[src/rtl/kalman_filter_2state_top_assert.svh]
// ---------------------------------------------------------------------------
// kalman_filter_2state_top_assert.svh
// Assertion macros used by the filter top level.
// ---------------------------------------------------------------------------
`ifndef KALMAN_FILTER_2STATE_TOP_ASSERT_SVH
`define KALMAN_FILTER_2STATE_TOP_ASSERT_SVH

// Same-cycle implication.
`define KF2_ASSERT_SAME(lbl, ck, rs, ante, cons) \
  lbl: assert property (@(posedge ck) disable iff (rs) (ante) |-> (cons)) \
    else $error("kf2 same-cycle check failed");

// Next-cycle implication.
`define KF2_ASSERT_NEXT(lbl, ck, rs, ante, cons) \
  lbl: assert property (@(posedge ck) disable iff (rs) (ante) |=> (cons)) \
    else $error("kf2 next-cycle check failed");

`endif

[src/rtl/kf2_pkg.sv]
// ---------------------------------------------------------------------------
// kf2_pkg
// Widths, register codes, types and saturation helper for the 2-state filter.
// ---------------------------------------------------------------------------
package kf2_pkg;

  localparam int DATA_WIDTH = 32;
  localparam int FRAC_BITS  = 16;

  // Unsigned variance-style registers (R, initial variance)
  localparam int VAR_W = DATA_WIDTH - 1;

  // Divider: |numerator| << FRAC_BITS, divisor S (positive)
  localparam int NUM_W = DATA_WIDTH + FRAC_BITS + 1;
  localparam int DEN_W = DATA_WIDTH;

  // Floor-shifted product and exact working width for sums
  localparam int PROD_W = 2 * DATA_WIDTH - FRAC_BITS;
  localparam int WIDE_W = DATA_WIDTH + FRAC_BITS + 2;

  // Configuration register indexes
  localparam int CFG_IDX_W = 2;
  localparam logic [CFG_IDX_W-1:0] CFG_MEAS_NOISE = CFG_IDX_W'(0);
  localparam logic [CFG_IDX_W-1:0] CFG_MOTION_POS = CFG_IDX_W'(1);
  localparam logic [CFG_IDX_W-1:0] CFG_MOTION_VEL = CFG_IDX_W'(2);
  localparam logic [CFG_IDX_W-1:0] CFG_INIT_VAR   = CFG_IDX_W'(3);

  localparam logic [VAR_W-1:0] MEAS_NOISE_RST = VAR_W'(1) << FRAC_BITS;
  localparam logic [VAR_W-1:0] INIT_VAR_RST   = VAR_W'(1000) << FRAC_BITS;

  localparam logic signed [WIDE_W-1:0] WIDE_MAX =
    {{(WIDE_W-DATA_WIDTH+1){1'b0}}, {(DATA_WIDTH-1){1'b1}}};
  localparam logic signed [WIDE_W-1:0] WIDE_MIN = ~WIDE_MAX;

  typedef struct packed {
    logic signed [DATA_WIDTH-1:0] val;
    logic                         clip;
  } sat_t;

  typedef struct packed {
    logic busy;
    logic done;
  } div_status_t;

  // Clip an exact wide value to the signed data range.
  function automatic sat_t sat_q(input logic signed [WIDE_W-1:0] x);
    sat_t r;
    if (x > WIDE_MAX) begin
      r.val  = {1'b0, {(DATA_WIDTH-1){1'b1}}};
      r.clip = 1'b1;
    end else if (x < WIDE_MIN) begin
      r.val  = {1'b1, {(DATA_WIDTH-1){1'b0}}};
      r.clip = 1'b1;
    end else begin
      r.val  = x[DATA_WIDTH-1:0];
      r.clip = 1'b0;
    end
    return r;
  endfunction

endpackage

[src/rtl/kf2_mul.sv]
// ---------------------------------------------------------------------------
// kf2_mul
// Shared signed multiplier, product floored by FRAC_BITS and registered.
// ---------------------------------------------------------------------------
module kf2_mul import kf2_pkg::*; (
  input  logic                         clk,
  input  logic                         rst,
  input  logic                         start,
  input  logic signed [DATA_WIDTH-1:0] op_a,
  input  logic signed [DATA_WIDTH-1:0] op_b,
  output logic signed [PROD_W-1:0]     prod,
  output logic                         done
);

  logic signed [2*DATA_WIDTH-1:0] full;

  assign full = op_a * op_b;

  always_ff @(posedge clk) begin
    if (rst) begin
      done <= 1'b0;
    end else begin
      done <= start;
    end
  end

  // arithmetic shift of a signed value floors toward minus infinity
  always_ff @(posedge clk) begin
    if (start) begin
      prod <= PROD_W'(full >>> FRAC_BITS);
    end
  end

endmodule

[config.mk]
export PLATFORM = sky130hd
export DESIGN_NAME = kf2_mul
export DESIGN_NICKNAME = d
export VERILOG_FILES = /design/src/rtl/kalman_filter_2state_top_assert.svh /design/src/rtl/kf2_pkg.sv /design/src/rtl/kf2_mul.sv
export SDC_FILE = /design/constraint.sdc
export NUM_CORES = 2
export LEC_CHECK = 0
export BUFFER_PORTS_ARGS = -buffer_cell sky130_fd_sc_hd__clkbuf_2
export CAP_MARGIN = 20
export CORE_ASPECT_RATIO = 0.7
export CORE_MARGIN = 2
export CORE_UTILIZATION = 35
export CTS_CLUSTER_SIZE = 28
export DETAILED_ROUTE_END_ITERATION = 7
export PLACE_DENSITY = 0.54
export SLEW_MARGIN = 20
export SYNTH_ARGS = -nofsm -noshare
export SYNTH_HDL_FRONTEND = slang
export SYNTH_SLANG_ARGS = --single-unit
[constraint.sdc]
create_clock -name clk -period 19.8 [get_ports clk]
set_clock_uncertainty 0.15 [all_clocks]
set_input_delay 3.96 -clock clk [delete_from_list [all_inputs] [get_ports clk]]
set_output_delay 3.96 -clock clk [all_outputs]
set_load 0.005 [all_outputs]
# --- After elaboration in Yosys (flattened, before gate mapping) ---
# Cells that the tools add are included.
word_totals:
  n_memories: 0
  rom_bits: 0
  latchBits: 0
  input_bits: 67
  wordCells: 3
  output_inout_bits: 49
  ramBits: 0
  register_bits: 49
classes:
  n_div: 0
  n_eq_ne: 0
  mul: 1
  n_addsub: 0
  n_mux: 0
  n_reduce_logical: 0
  bitwise: 0
  shift: 0
  order_cmp: 0
ops:
  columns: ["op", "n"]
  rows:
  - ["32-bit by 32-bit multiplier with 64-bit output", 1]

# --- Logic depth before layout (Yosys ltp) ---
depth:
  depth_word: 1
  mapped_depth: 27
  depth_no_buf: 26

# --- Worst setup path before layout ---
# Ideal clock, no wire load.
synth_timing:
  path_type: "input -> register"
  start: "input op_a[31]"
  end: "register prod[46], data pin"
  required_time_ns: 19.392
  path_slack_ns: 8.317
  arrival_time_ns: 11.075
  n_path_buf: 1
  setup_time_ns: 0.258
  path_stages: 25
  cell_sequence: "clkbuf_1 nand2_1 inv_1 fa_1 inv_1 fa_1 inv_1 fa_1 fa_1 inv_1 fa_1 inv_1 fa_1 inv_1 fa_1 fa_1 inv_1 ha_1 nand2_1 or2_2 or3_1 o21ba_2 o211ai_1 a21oi_1 xnor2_1"
synth_via:
  elab_chain_len: 1
synth_rtl:
  columns: ["item", "line_no", "rtl"]
  rows:
  - ["start, declared", "kf2_mul.sv:9", "input logic signed [DATA_WIDTH-1:0] op_a,"]
  - ["32-bit by 32-bit multiplier with 64-bit output", "kf2_mul.sv:17", "assign full = op_a * op_b;"]
  - ["net full[62]", "kf2_mul.sv:15", "logic signed [2*DATA_WIDTH-1:0] full;"]
  - ["end signal, assigned", "kf2_mul.sv:30", "prod <= PROD_W'(full >>> FRAC_BITS);"]
  - ["end, declared", "kf2_mul.sv:11", "output logic signed [PROD_W-1:0] prod,"]
# The timed path passes the listed nets, and every way through them passes these cells.
# A chain may end at the register's enable or synchronous reset.

# --- Final worst setup path ---
# Same ends and word-level chain as after synthesis.

==> flow_metrics.env <==
export IMPL_drt_initial_drc_count=1966
export IMPL_critPathCaptureType="flip-flop"
export IMPL_min_path_type="in2reg"
export IMPL_async_flop_share_pct=0
export IMPL_hold_path_end="done$_SDFF_PP0_"
export IMPL_topRoutingLayerUsed="met5"
export IMPL_ctsHoldBuffers=0
export IMPL_worstSetupPathType="in2reg"
export IMPL_rsz0062_at_grt="no"
export IMPL_placed_cells=5181
export IMPL_cts_tree="done"
export IMPL_start_util_pct=35.40
export IMPL_worst_path_max_delay_cell="fa_1"
export IMPL_netlist_area_mm2=0.03696
export IMPL_place_area_mm2=0.03885
export IMPL_grt_max_degree=50
export IMPL_wl_per_cell_um=21.13
export IMPL_postLayoutCoreUtil_pct=37.37
export IMPL_setup_tns_ns=0
export IMPL_final_area_mm2=0.03902
export IMPL_fin_cells=5191
export IMPL_crit_family="adder cells"
export IMPL_area_growth_pct=5.582
export IMPL_yosysSeqAreaShare_pct=3.954
export IMPL_worstPathArrival_ns=12.24
export IMPL_num_nets_final=5102
export IMPL_track_usage_pct=21.60
export IMPL_grt_pass1_wl_mm=173.6
export IMPL_required_ns=19.72
export IMPL_netlist_cell_type_count=62
export IMPL_cpMostUsedCell="fa_1"
export IMPL_start_kind="input pin"
export IMPL_yosysWarningCount=0
export IMPL_period_needed_ns=12.32
export IMPL_hold_viol=0
export IMPL_cts_resized_gates=0
export IMPL_outcome="finished, final reports clean"
export IMPL_synth_edf_count=48
export IMPL_met2_wirelength_mm=38.20
export IMPL_vias=24606
export IMPL_drc=0
export IMPL_first_pass_iters=5
export IMPL_worst_slew_pin_slew_ns=1.091
export IMPL_path_buf_inv=8
export IMPL_regArea_mm2=0.001461
export IMPL_maxSlewHeadroom_pct=27.24
export IMPL_fp_dieArea_mm2=0.1083
export IMPL_die_width_um=392.4
export IMPL_maxSlewViolCount=0
export IMPL_grt_antenna_before_repair=6
export IMPL_syn_nets=5137
export IMPL_dp_hpwl_mm=90.05
export IMPL_numPortBuffers=115
export IMPL_post_cts_buffers=0
export IMPL_ant_nets=0
export IMPL_grt_remaining_overflow=0
export IMPL_cp_max_fo=32
export IMPL_wirelength_mm=109.7
export IMPL_min_from="rst"
export IMPL_ys_ff_latch=49
export IMPL_htreeDepth=2
export IMPL_cts_buffers=5
export IMPL_synthCells=3809
export IMPL_grt_pass1_vias=26491
export IMPL_wl_met3_mm=14.61
export IMPL_clock_path_buffers=2
export IMPL_fp_coreArea_mm2=0.1044
export IMPL_cts_root_buf="clkbuf_16"
export IMPL_setup_viol=0
export IMPL_cts_sinks=49
export IMPL_die_h_um=275.9
export IMPL_worstHoldPathCells=2
export IMPL_clk_pin_slew_ns=0.07
export IMPL_synth_flop_cell="edfxtp_1"
export IMPL_io_pins=116
export IMPL_slowest_delay_ns=0.86
export IMPL_postSynthAreaPerCell_um2=9.704
export IMPL_wl_met1_mm=55.76
export IMPL_rows=99
export IMPL_via_per_inst=4.740
export IMPL_fillers=10592
export IMPL_min_period_over_period_pct=62.23
export IMPL_max_cap_violations=0
export IMPL_multi_input_area_mm2=0.03117
export IMPL_timing_fmax_mhz=81.16
export IMPL_gp_congestion=0.8712
export IMPL_drive_above_1_share_pct=4.927
per-stage QoR:
step	worst slack, ns	hold slack (ns)
floorplan	8.317	3.882
global placement	7.272	3.968
detailed placement	7.199	3.974
CTS	7.533	3.633
global route	6.920	3.638
finish	7.479	3.642
metal layers:
metal,vias up,track usage [%]
met5,-,0.5628
met4,10,2.105
met3,57,8.798
met2,1006,25.64
met1,12829,35.95
li1,10704,-
flip-flops by register name, indices dropped and copies added, names as in the netlist:
signal	flops
done	1
prod	48
logic make-up after synthesis:
group,count (synthesis),synth area share [%]
and+or+nand+nor,1132,15.39
DFF,49,3.954
AOI/OAI and AO/OA,151,2.813
adders and majority gates,1261,64.64
xor gates and xnor gates,63,1.493
buffers and inverters,1153,11.71
how the worst max path moves through the flow:
| stage | start | to | cells past startpoint |
|---|---|---|---|
| after floorplan | op_a[31] | prod[46]$_DFFE_PP_ | 25 |
| after global placement | op_a[31] | prod[46]$_DFFE_PP_ | 25 |
| after detailed placement | op_a[31] | prod[46]$_DFFE_PP_ | 25 |
| after CTS | op_a[31] | prod[46]$_DFFE_PP_ | 25 |
| after global routing | op_a[31] | prod[46]$_DFFE_PP_ | 25 |
| final | op_a[31] | prod[46]$_DFFE_PP_ | 25 |
area by class of cell:
class	count	share of cell area, %
Antenna cell	2	0.01282
Clock buffer	5	0.3206
Clock inverter	3	0.1122
Inverter	960	9.234
Multi-Input combinational cell	2607	79.87
Sequential cell	49	3.745
Tap cell	1414	4.534
Timing Repair Buffer	151	2.167
cell usage in the layout, fill, tap and decap left out, types with 2 or more instances in the layout:
cell / instances
a211oi_2: 2
a21boi_0: 3
a21o_1: 14
a21oi_1: 51
a21oi_2: 4
a311o_1: 2
a31oi_1: 5
and2_1: 511
and3_1: 7
and4_1: 2
buf_4: 36
clkbuf_16: 5
clkbuf_2: 114
diode_2: 2
edfxtp_1: 48
fa_1: 1081
ha_1: 180
inv_1: 960
nand2_1: 516
nand2b_1: 9
nand3_1: 11
nand4_1: 6
nor2_1: 46
nor2b_1: 6
nor3_1: 8
nor3_2: 2
o211ai_1: 3
o21a_1: 2
o21ai_0: 22
o21ai_1: 6
o21ai_2: 3
o21bai_1: 12
o31ai_1: 2
or2_2: 2
xnor2_1: 42
xor2_1: 21
Yosys cell counts, drive strengths merged, types with 2 or more instances:
cell type / instances / area (µm²)
a21o: 14 / 105.1
a31oi: 6 / 43.79
xor2: 21 / 183.9
buf: 5 / 20.01
and3: 7 / 43.79
nand2: 516 / 1937
a21oi: 55 / 290.3
nand4: 6 / 37.54
inv: 960 / 3603
o211ai: 3 / 22.52
clkbuf: 188 / 705.7
nor2: 46 / 172.7
o21ai: 31 / 166.4
and4: 2 / 17.52
nor2b: 7 / 46.30
ha: 180 / 2252
and2: 511 / 3197
o21bai: 13 / 101.4
nand3: 11 / 55.05
a21boi: 3 / 22.52
xnor2: 42 / 367.9
fa: 1081 / 21640
nor3: 10 / 60.06
o31ai: 4 / 48.79
a211oi: 4 / 52.55
nand2b: 9 / 56.30
or2: 2 / 12.51
o21a: 3 / 23.77
a311o: 2 / 20.02
edfxtp: 48 / 1441
Power is not shown: default switching activity piles up to over one toggle a cycle in this logic, so the estimate is an artifact.
