==> src/rtl/kalman_filter_2state_top_assert.svh <==
// ---------------------------------------------------------------------------
// kalman_filter_2state_top_assert.svh
// Assertion macros used by the filter top level.
// ---------------------------------------------------------------------------
`ifndef KALMAN_FILTER_2STATE_TOP_ASSERT_SVH
`define KALMAN_FILTER_2STATE_TOP_ASSERT_SVH

// Same-cycle implication.
`define KF2_ASSERT_SAME(lbl, ck, rs, ante, cons) \
  lbl: assert property (@(posedge ck) disable iff (rs) (ante) |-> (cons)) \
    else $error("kf2 same-cycle check failed");

// Next-cycle implication.
`define KF2_ASSERT_NEXT(lbl, ck, rs, ante, cons) \
  lbl: assert property (@(posedge ck) disable iff (rs) (ante) |=> (cons)) \
    else $error("kf2 next-cycle check failed");

`endif

==> src/rtl/kf2_pkg.sv <==
// ---------------------------------------------------------------------------
// kf2_pkg
// Widths, register codes, types and saturation helper for the 2-state filter.
// ---------------------------------------------------------------------------
package kf2_pkg;

  localparam int DATA_WIDTH = 32;
  localparam int FRAC_BITS  = 16;

  // Unsigned variance-style registers (R, initial variance)
  localparam int VAR_W = DATA_WIDTH - 1;

  // Divider: |numerator| << FRAC_BITS, divisor S (positive)
  localparam int NUM_W = DATA_WIDTH + FRAC_BITS + 1;
  localparam int DEN_W = DATA_WIDTH;

  // Floor-shifted product and exact working width for sums
  localparam int PROD_W = 2 * DATA_WIDTH - FRAC_BITS;
  localparam int WIDE_W = DATA_WIDTH + FRAC_BITS + 2;

  // Configuration register indexes
  localparam int CFG_IDX_W = 2;
  localparam logic [CFG_IDX_W-1:0] CFG_MEAS_NOISE = CFG_IDX_W'(0);
  localparam logic [CFG_IDX_W-1:0] CFG_MOTION_POS = CFG_IDX_W'(1);
  localparam logic [CFG_IDX_W-1:0] CFG_MOTION_VEL = CFG_IDX_W'(2);
  localparam logic [CFG_IDX_W-1:0] CFG_INIT_VAR   = CFG_IDX_W'(3);

  localparam logic [VAR_W-1:0] MEAS_NOISE_RST = VAR_W'(1) << FRAC_BITS;
  localparam logic [VAR_W-1:0] INIT_VAR_RST   = VAR_W'(1000) << FRAC_BITS;

  localparam logic signed [WIDE_W-1:0] WIDE_MAX =
    {{(WIDE_W-DATA_WIDTH+1){1'b0}}, {(DATA_WIDTH-1){1'b1}}};
  localparam logic signed [WIDE_W-1:0] WIDE_MIN = ~WIDE_MAX;

  typedef struct packed {
    logic signed [DATA_WIDTH-1:0] val;
    logic                         clip;
  } sat_t;

  typedef struct packed {
    logic busy;
    logic done;
  } div_status_t;

  // Clip an exact wide value to the signed data range.
  function automatic sat_t sat_q(input logic signed [WIDE_W-1:0] x);
    sat_t r;
    if (x > WIDE_MAX) begin
      r.val  = {1'b0, {(DATA_WIDTH-1){1'b1}}};
      r.clip = 1'b1;
    end else if (x < WIDE_MIN) begin
      r.val  = {1'b1, {(DATA_WIDTH-1){1'b0}}};
      r.clip = 1'b1;
    end else begin
      r.val  = x[DATA_WIDTH-1:0];
      r.clip = 1'b0;
    end
    return r;
  endfunction

endpackage

==> src/rtl/kf2_div.sv <==
// ---------------------------------------------------------------------------
// kf2_div
// Restoring unsigned divider, one quotient bit per cycle.
// ---------------------------------------------------------------------------
module kf2_div import kf2_pkg::*; (
  input  logic             clk,
  input  logic             rst,
  input  logic             start,
  input  logic [NUM_W-1:0] dividend,
  input  logic [DEN_W-1:0] divisor,
  output logic [NUM_W-1:0] quotient,
  output div_status_t      status
);

  localparam int CNT_W = $clog2(NUM_W + 1);

  logic [DEN_W-1:0] rem;
  logic [DEN_W-1:0] dvs;
  logic [CNT_W-1:0] cnt;
  logic             busy;
  logic             done;
  logic [DEN_W:0]   rem_sh;
  logic [DEN_W:0]   diff;
  logic             ge;

  assign rem_sh = {rem, quotient[NUM_W-1]};
  assign diff   = rem_sh - {1'b0, dvs};
  assign ge     = rem_sh >= {1'b0, dvs};

  always_ff @(posedge clk) begin
    if (rst) begin
      busy <= 1'b0;
      done <= 1'b0;
      cnt  <= '0;
    end else if (start) begin
      busy <= 1'b1;
      done <= 1'b0;
      cnt  <= CNT_W'(NUM_W);
    end else if (busy) begin
      cnt <= cnt - CNT_W'(1);
      if (cnt == CNT_W'(1)) begin
        busy <= 1'b0;
        done <= 1'b1;
      end
    end else begin
      done <= 1'b0;
    end
  end

  // datapath, no reset
  always_ff @(posedge clk) begin
    if (start) begin
      rem      <= '0;
      dvs      <= divisor;
      quotient <= dividend;
    end else if (busy) begin
      rem      <= ge ? diff[DEN_W-1:0] : rem_sh[DEN_W-1:0];
      quotient <= {quotient[NUM_W-2:0], ge};
    end
  end

  assign status.busy = busy;
  assign status.done = done;

endmodule

==> config.mk <==
export PLATFORM = sky130hd
export DESIGN_NAME = kf2_div
export DESIGN_NICKNAME = d
export VERILOG_FILES = /design/src/rtl/kalman_filter_2state_top_assert.svh /design/src/rtl/kf2_pkg.sv /design/src/rtl/kf2_div.sv
export SDC_FILE = /design/constraint.sdc
export NUM_CORES = 1
export LEC_CHECK = 0
export BUFFER_PORTS_ARGS = -buffer_cell sky130_fd_sc_hd__buf_2
export CAP_MARGIN = 40
export CORE_MARGIN = 4
export CORE_UTILIZATION = 50
export CTS_CLUSTER_SIZE = 40
export DETAILED_ROUTE_END_ITERATION = 10
export PLACE_DENSITY = 0.83
export SLEW_MARGIN = 20
export SYNTH_ARGS = -nofsm -noshare
export SYNTH_HDL_FRONTEND = slang
export SYNTH_SLANG_ARGS = --single-unit
==> constraint.sdc <==
create_clock -name clk -period 2.95 [get_ports clk]
set_input_delay 0.4425 -clock clk [delete_from_list [all_inputs] [get_ports clk]]
set_output_delay 0.4425 -clock clk [all_outputs]
set_load 0.005 [all_outputs]
Word-level counts from Yosys, hierarchy flattened. Cells that the tools add are included.

Equal/unequal tests: 1. Reductions and logical operators: 3. $lt $le $gt $ge: 1. Add/sub/neg operators: 2. Multiplexer cells: 8. Bitwise operators: 1.

Operator list (count): two-way mux 49 bit (2); greater-or-equal comparator 33 x 32 -> 1 bit (1); two-way mux 32 bit (1); subtractor 32 bit (1); two-way mux 6 bit (2); == test 6 x 1 -> 1 bit (second input constant) (1); subtractor 6 x 1 -> 6 bit (second input constant) (1); two-way mux 1 bit (3); OR reduction 3 bit (1); nonzero test 2 bit (1); OR reduction 2 bit (1); NOT 1 bit (1).

Word-level logic and storage cells: 23. Bits of input ports: 84. Register bits after elaboration: 121.

Depth between registers and ports, before layout.
Depth in word-level cells: 4. Mapped depth: 12.

Least setup slack after synthesis. OpenSTA, ideal clock, no wires.

Path type: flip-flop to flip-flop. Start point: reg dvs[5]. End point: reg quotient[0] (data pin). Buffers on the path: 1. Arrival: 2.385 ns. Setup time: 0.260 ns. Setup slack: 0.305 ns. Period minus slack after synthesis: 2.645 ns. Stages on the path, launching flop included: 12. Cells stage by stage: edfxtp_1 inv_1 ha_1 a211oi_1 o22ai_1 nor4_2 o211ai_2 nand3_4 a31o_4 buf_6 nand2_1 mux2_2.

Longest elaborated chain between the ends: 3.

RTL lines: from (decl) (line kf2_div.sv:18) `logic [DEN_W-1:0] dvs;`; from (signal assigned) (line kf2_div.sv:54) `dvs <= divisor;`; greater-or-equal comparator 33 x 32 -> 1 bit (line kf2_div.sv:28) `assign ge = rem_sh >= {1'b0, dvs};`; two-way mux 49 bit (line kf2_div.sv:56) `end else if (busy) begin`; two-way mux 49 bit (line kf2_div.sv:52) `if (start) begin`; to (signal assigned) (line kf2_div.sv:55) `quotient <= dividend;`; to (signal assigned) (line kf2_div.sv:58) `quotient <= {quotient[NUM_W-2:0], ge};`; to (decl) (line kf2_div.sv:11) `output logic [NUM_W-1:0] quotient,`.

Every way passes these cells. The select of a mux whose other input is x is not followed. A chain may end at the register's enable or synchronous reset.

Final worst setup path.
Start point: reg quotient[48]. End point: reg rem[28].

Longest elaborated chain between the ends: 2. Elaborated cells between the ends (all ways): 3.

RTL lines: subtractor 32 bit or greater-or-equal comparator 33 x 32 -> 1 bit (tied branches) (line kf2_div.sv:27, kf2_div.sv:28); two-way mux 32 bit (*) (line kf2_div.sv:57) `rem <= ge ? diff[DEN_W-1:0] : rem_sh[DEN_W-1:0];`; to (signal assigned) (line kf2_div.sv:57); to (decl) (line kf2_div.sv:17) `logic [DEN_W-1:0] rem;`.

Every way passes the cells marked *; elsewhere a longest branch is shown, timed or not.

==> reports/qor.yml <==
timing:
  worstMarginPinSlew_ns: 0.746
  tns_ns: 0
  finalMaxSlewViolations: 0
  fmax_ghz: 0.360
  maxSlewHeadroom_pct: 50.2
  final-hold-violation-count: 0
  setup_ws_ns: 0.173
  clock_skew_ns: 0.00958
  min_period_over_period_pct: 94.1
  min_period_ns: 2.78
  setup_violations: 0
  hold_slack_ns: 0.189
finish:
  final_layout_size_suffix_gt1_share_pct: 31.2
  nFillCells: 1101
  multi_input_area_sq_um: 3420
  fin_util_pct: 63.3
  regArea_sq_um: 3230
  diodes: 0
  syn_to_final_growth_pct: 22.1
  nets: 936
clock_network:
  cts-root-buf: "clkbuf_16"
  clkSinkCount: 121
  cts_hold_buffers: 0
  worstSkewPairLatency_ns: 0.43
  cts_buffers: 17
  clkTransAtPathRegs_ns: 0.06
  cts_tree: "done"
  htree_levels: 4
  clockBufferDepth: 2
logic_synthesis:
  syn-instance-count: 685
  synth_area_leader_cell: "edfxtp_1"
  synthTopCellsByCount: "edfxtp_1, nor2_1, mux2_2"
  ys_seq_area_share_pct: 46.3
  synth_cell_types: 64
  yosysMostFrequentCell: "edfxtp_1"
  avgSynthCellArea_sq_um: 10.2
  syn_area_sq_um: 6980
  ys_ff_latch: 121
  synth-edff-count: 81
  synth_nets: 804
  yosysWarnings: 0
  yosys_most_used_dff: "edfxtp_1"
  async_flop_share_pct: 0
  netlist.area_leader.share_pct: 34.9
  synthTopCellsByArea: "edfxtp_1, dfxtp_1, mux2_2"
setup_path:
  cp_max_fo: 6
  end_kind: "register"
  crit_required_ns: 3.25
  startpoint_type: "register"
  path_class: "reg -> reg"
  ff2ff_path_depth: 11
  cp_data_arrival_time_ns: 3.08
grt:
  track_usage_pct: 21.9
  grt_pass1_wl_um: 28300
  gr-total-overflow: 0
  grt_max_degree: 95
  antenna_found_initial: 0
  grt_pass1_vias: 5806
floorplan:
  dieArea_sq_um: 15900
  core-area_sq_um: 13500
  placementRows: 42
  die_h_um: 126
  io_pins: 135
  initial_core_util_pct: 51.9
  die_x_um: 126
run:
  cap_violations: 0
place:
  portBuffers: 134
  post-place-ws_ns: 0.0599
  dpl.hpwl_um: 12000
  place_congestion: 0.913
routing:
  viasPerCell: 5.87
  ant_nets: 0
  wl_um: 17400
  num_vias: 5902
  wire_per_inst_um: 17.3
  drc: 0
  initialDrtViolationCount: 527
  first_pass_iters: 5
power:
  power.density_nw_per_um2: 605
  vdd_drop_max_v: 0.000551
  p_total_mw: 5.15
  power.leakage_nw: 3.60
min_path:
  whs_path_depth: 1
  min_path_type: "in -> reg"
run_status:
  status: "finished clean"
## sequential cells by signal, indices dropped and copies added (netlist names)
name and cells:
quotient 49, dvs 32, rem 32, cnt 6, busy 1, done 1
## repair_timing
action                     CTS  global route
buffers inserted             0             3
resized for setup            0            10
setup endpoints to repair    0            28
## kinds of logic after synthesis
logic type	count (synthesis)	share of synthesized area, %
mux	52	8.34
compound gates	174	17.4
flops	121	46.3
xor+xnor	27	3.39
buf+inv	94	5.38
simple gates	182	12.8
fa+ha+maj	35	6.39
## layout make-up
cell class	count	share of cell area (%)
flip-flops and latches	121	38.0
repair buffers	160	10.3
clock inverters	13	1.72
multi-input cells	470	40.1
well taps	176	2.59
clock buffers	18	5.16
inverters	47	2.07
## report_power, final
group / total, mW / internal, mW / switching, mW
Combinational: 1.01 / 0.450 / 0.562
Clock: 2.07 / 1.26 / 0.808
Sequential: 2.07 / 1.99 / 0.0840
## final timing paths
check / slack, ns / from / to
setup / recovery: 0.17 / quotient[48] / rem[28]
hold / removal: 0.19 / divisor[8] / dvs[8]
setup reg to reg: 0.17 / quotient[48] / rem[28]
hold reg to reg: 0.51 / rem[9] / rem[9]
## placed cells by master, fill, tap and decap left out, drive strengths merged, types with 7 or more instances in the layout
| cell type | Yosys | layout |
|---|---|---|
| clkbuf | 36 | 18 |
| nand4 | 7 | 7 |
| nor4 | 8 | 8 |
| xor2 | 7 | 7 |
| o21ai | 48 | 48 |
| and3 | 13 | 13 |
| mux2 | 49 | 49 |
| inv | 46 | 48 |
| a211oi | 8 | 8 |
| nand2 | 41 | 41 |
| a21o | 9 | 9 |
| edfxtp | 81 | 81 |
| a21oi | 32 | 32 |
| nand3 | 30 | 30 |
| a31oi | 8 | 8 |
| ha | 34 | 34 |
| dfxtp | 40 | 40 |
| o211ai | 9 | 9 |
| nor3 | 7 | 7 |
| buf | 11 | 160 |
| a311oi | 22 | 22 |
| nor2 | 58 | 58 |
| xnor2 | 20 | 20 |
## layer usage
metal,part of all wire (%),global-route usage [%],wire length [um]
met1,41,27.4,7180
met2,47,35.6,8180
met3,9.7,7.87,1690
met4,1.8,6.75,314
met5,0,0,0
## worst max-delay path, stage by stage, from the launching register on
cell,delay [ns]
edfxtp_1,0.35
inv_1,0.06
ha_1,0.22
fa_1,0.41
nand2b_1,0.20
a211oi_2,0.30
o31ai_2,0.15
a21oi_2,0.31
o211ai_1,0.19
nand4_1,0.11
nor3b_1,0.22
o21ai_0,0.12
## metrics by stage
stage / cell area, sq um / instances
after floorplan: 6980 / 685
after global placement: 7860 / 971
after detailed placement: 7860 / 971
after CTS: 8450 / 1002
after global routing: 8520 / 1005
final: 8520 / 1005
(Power assumes the default switching activity.)
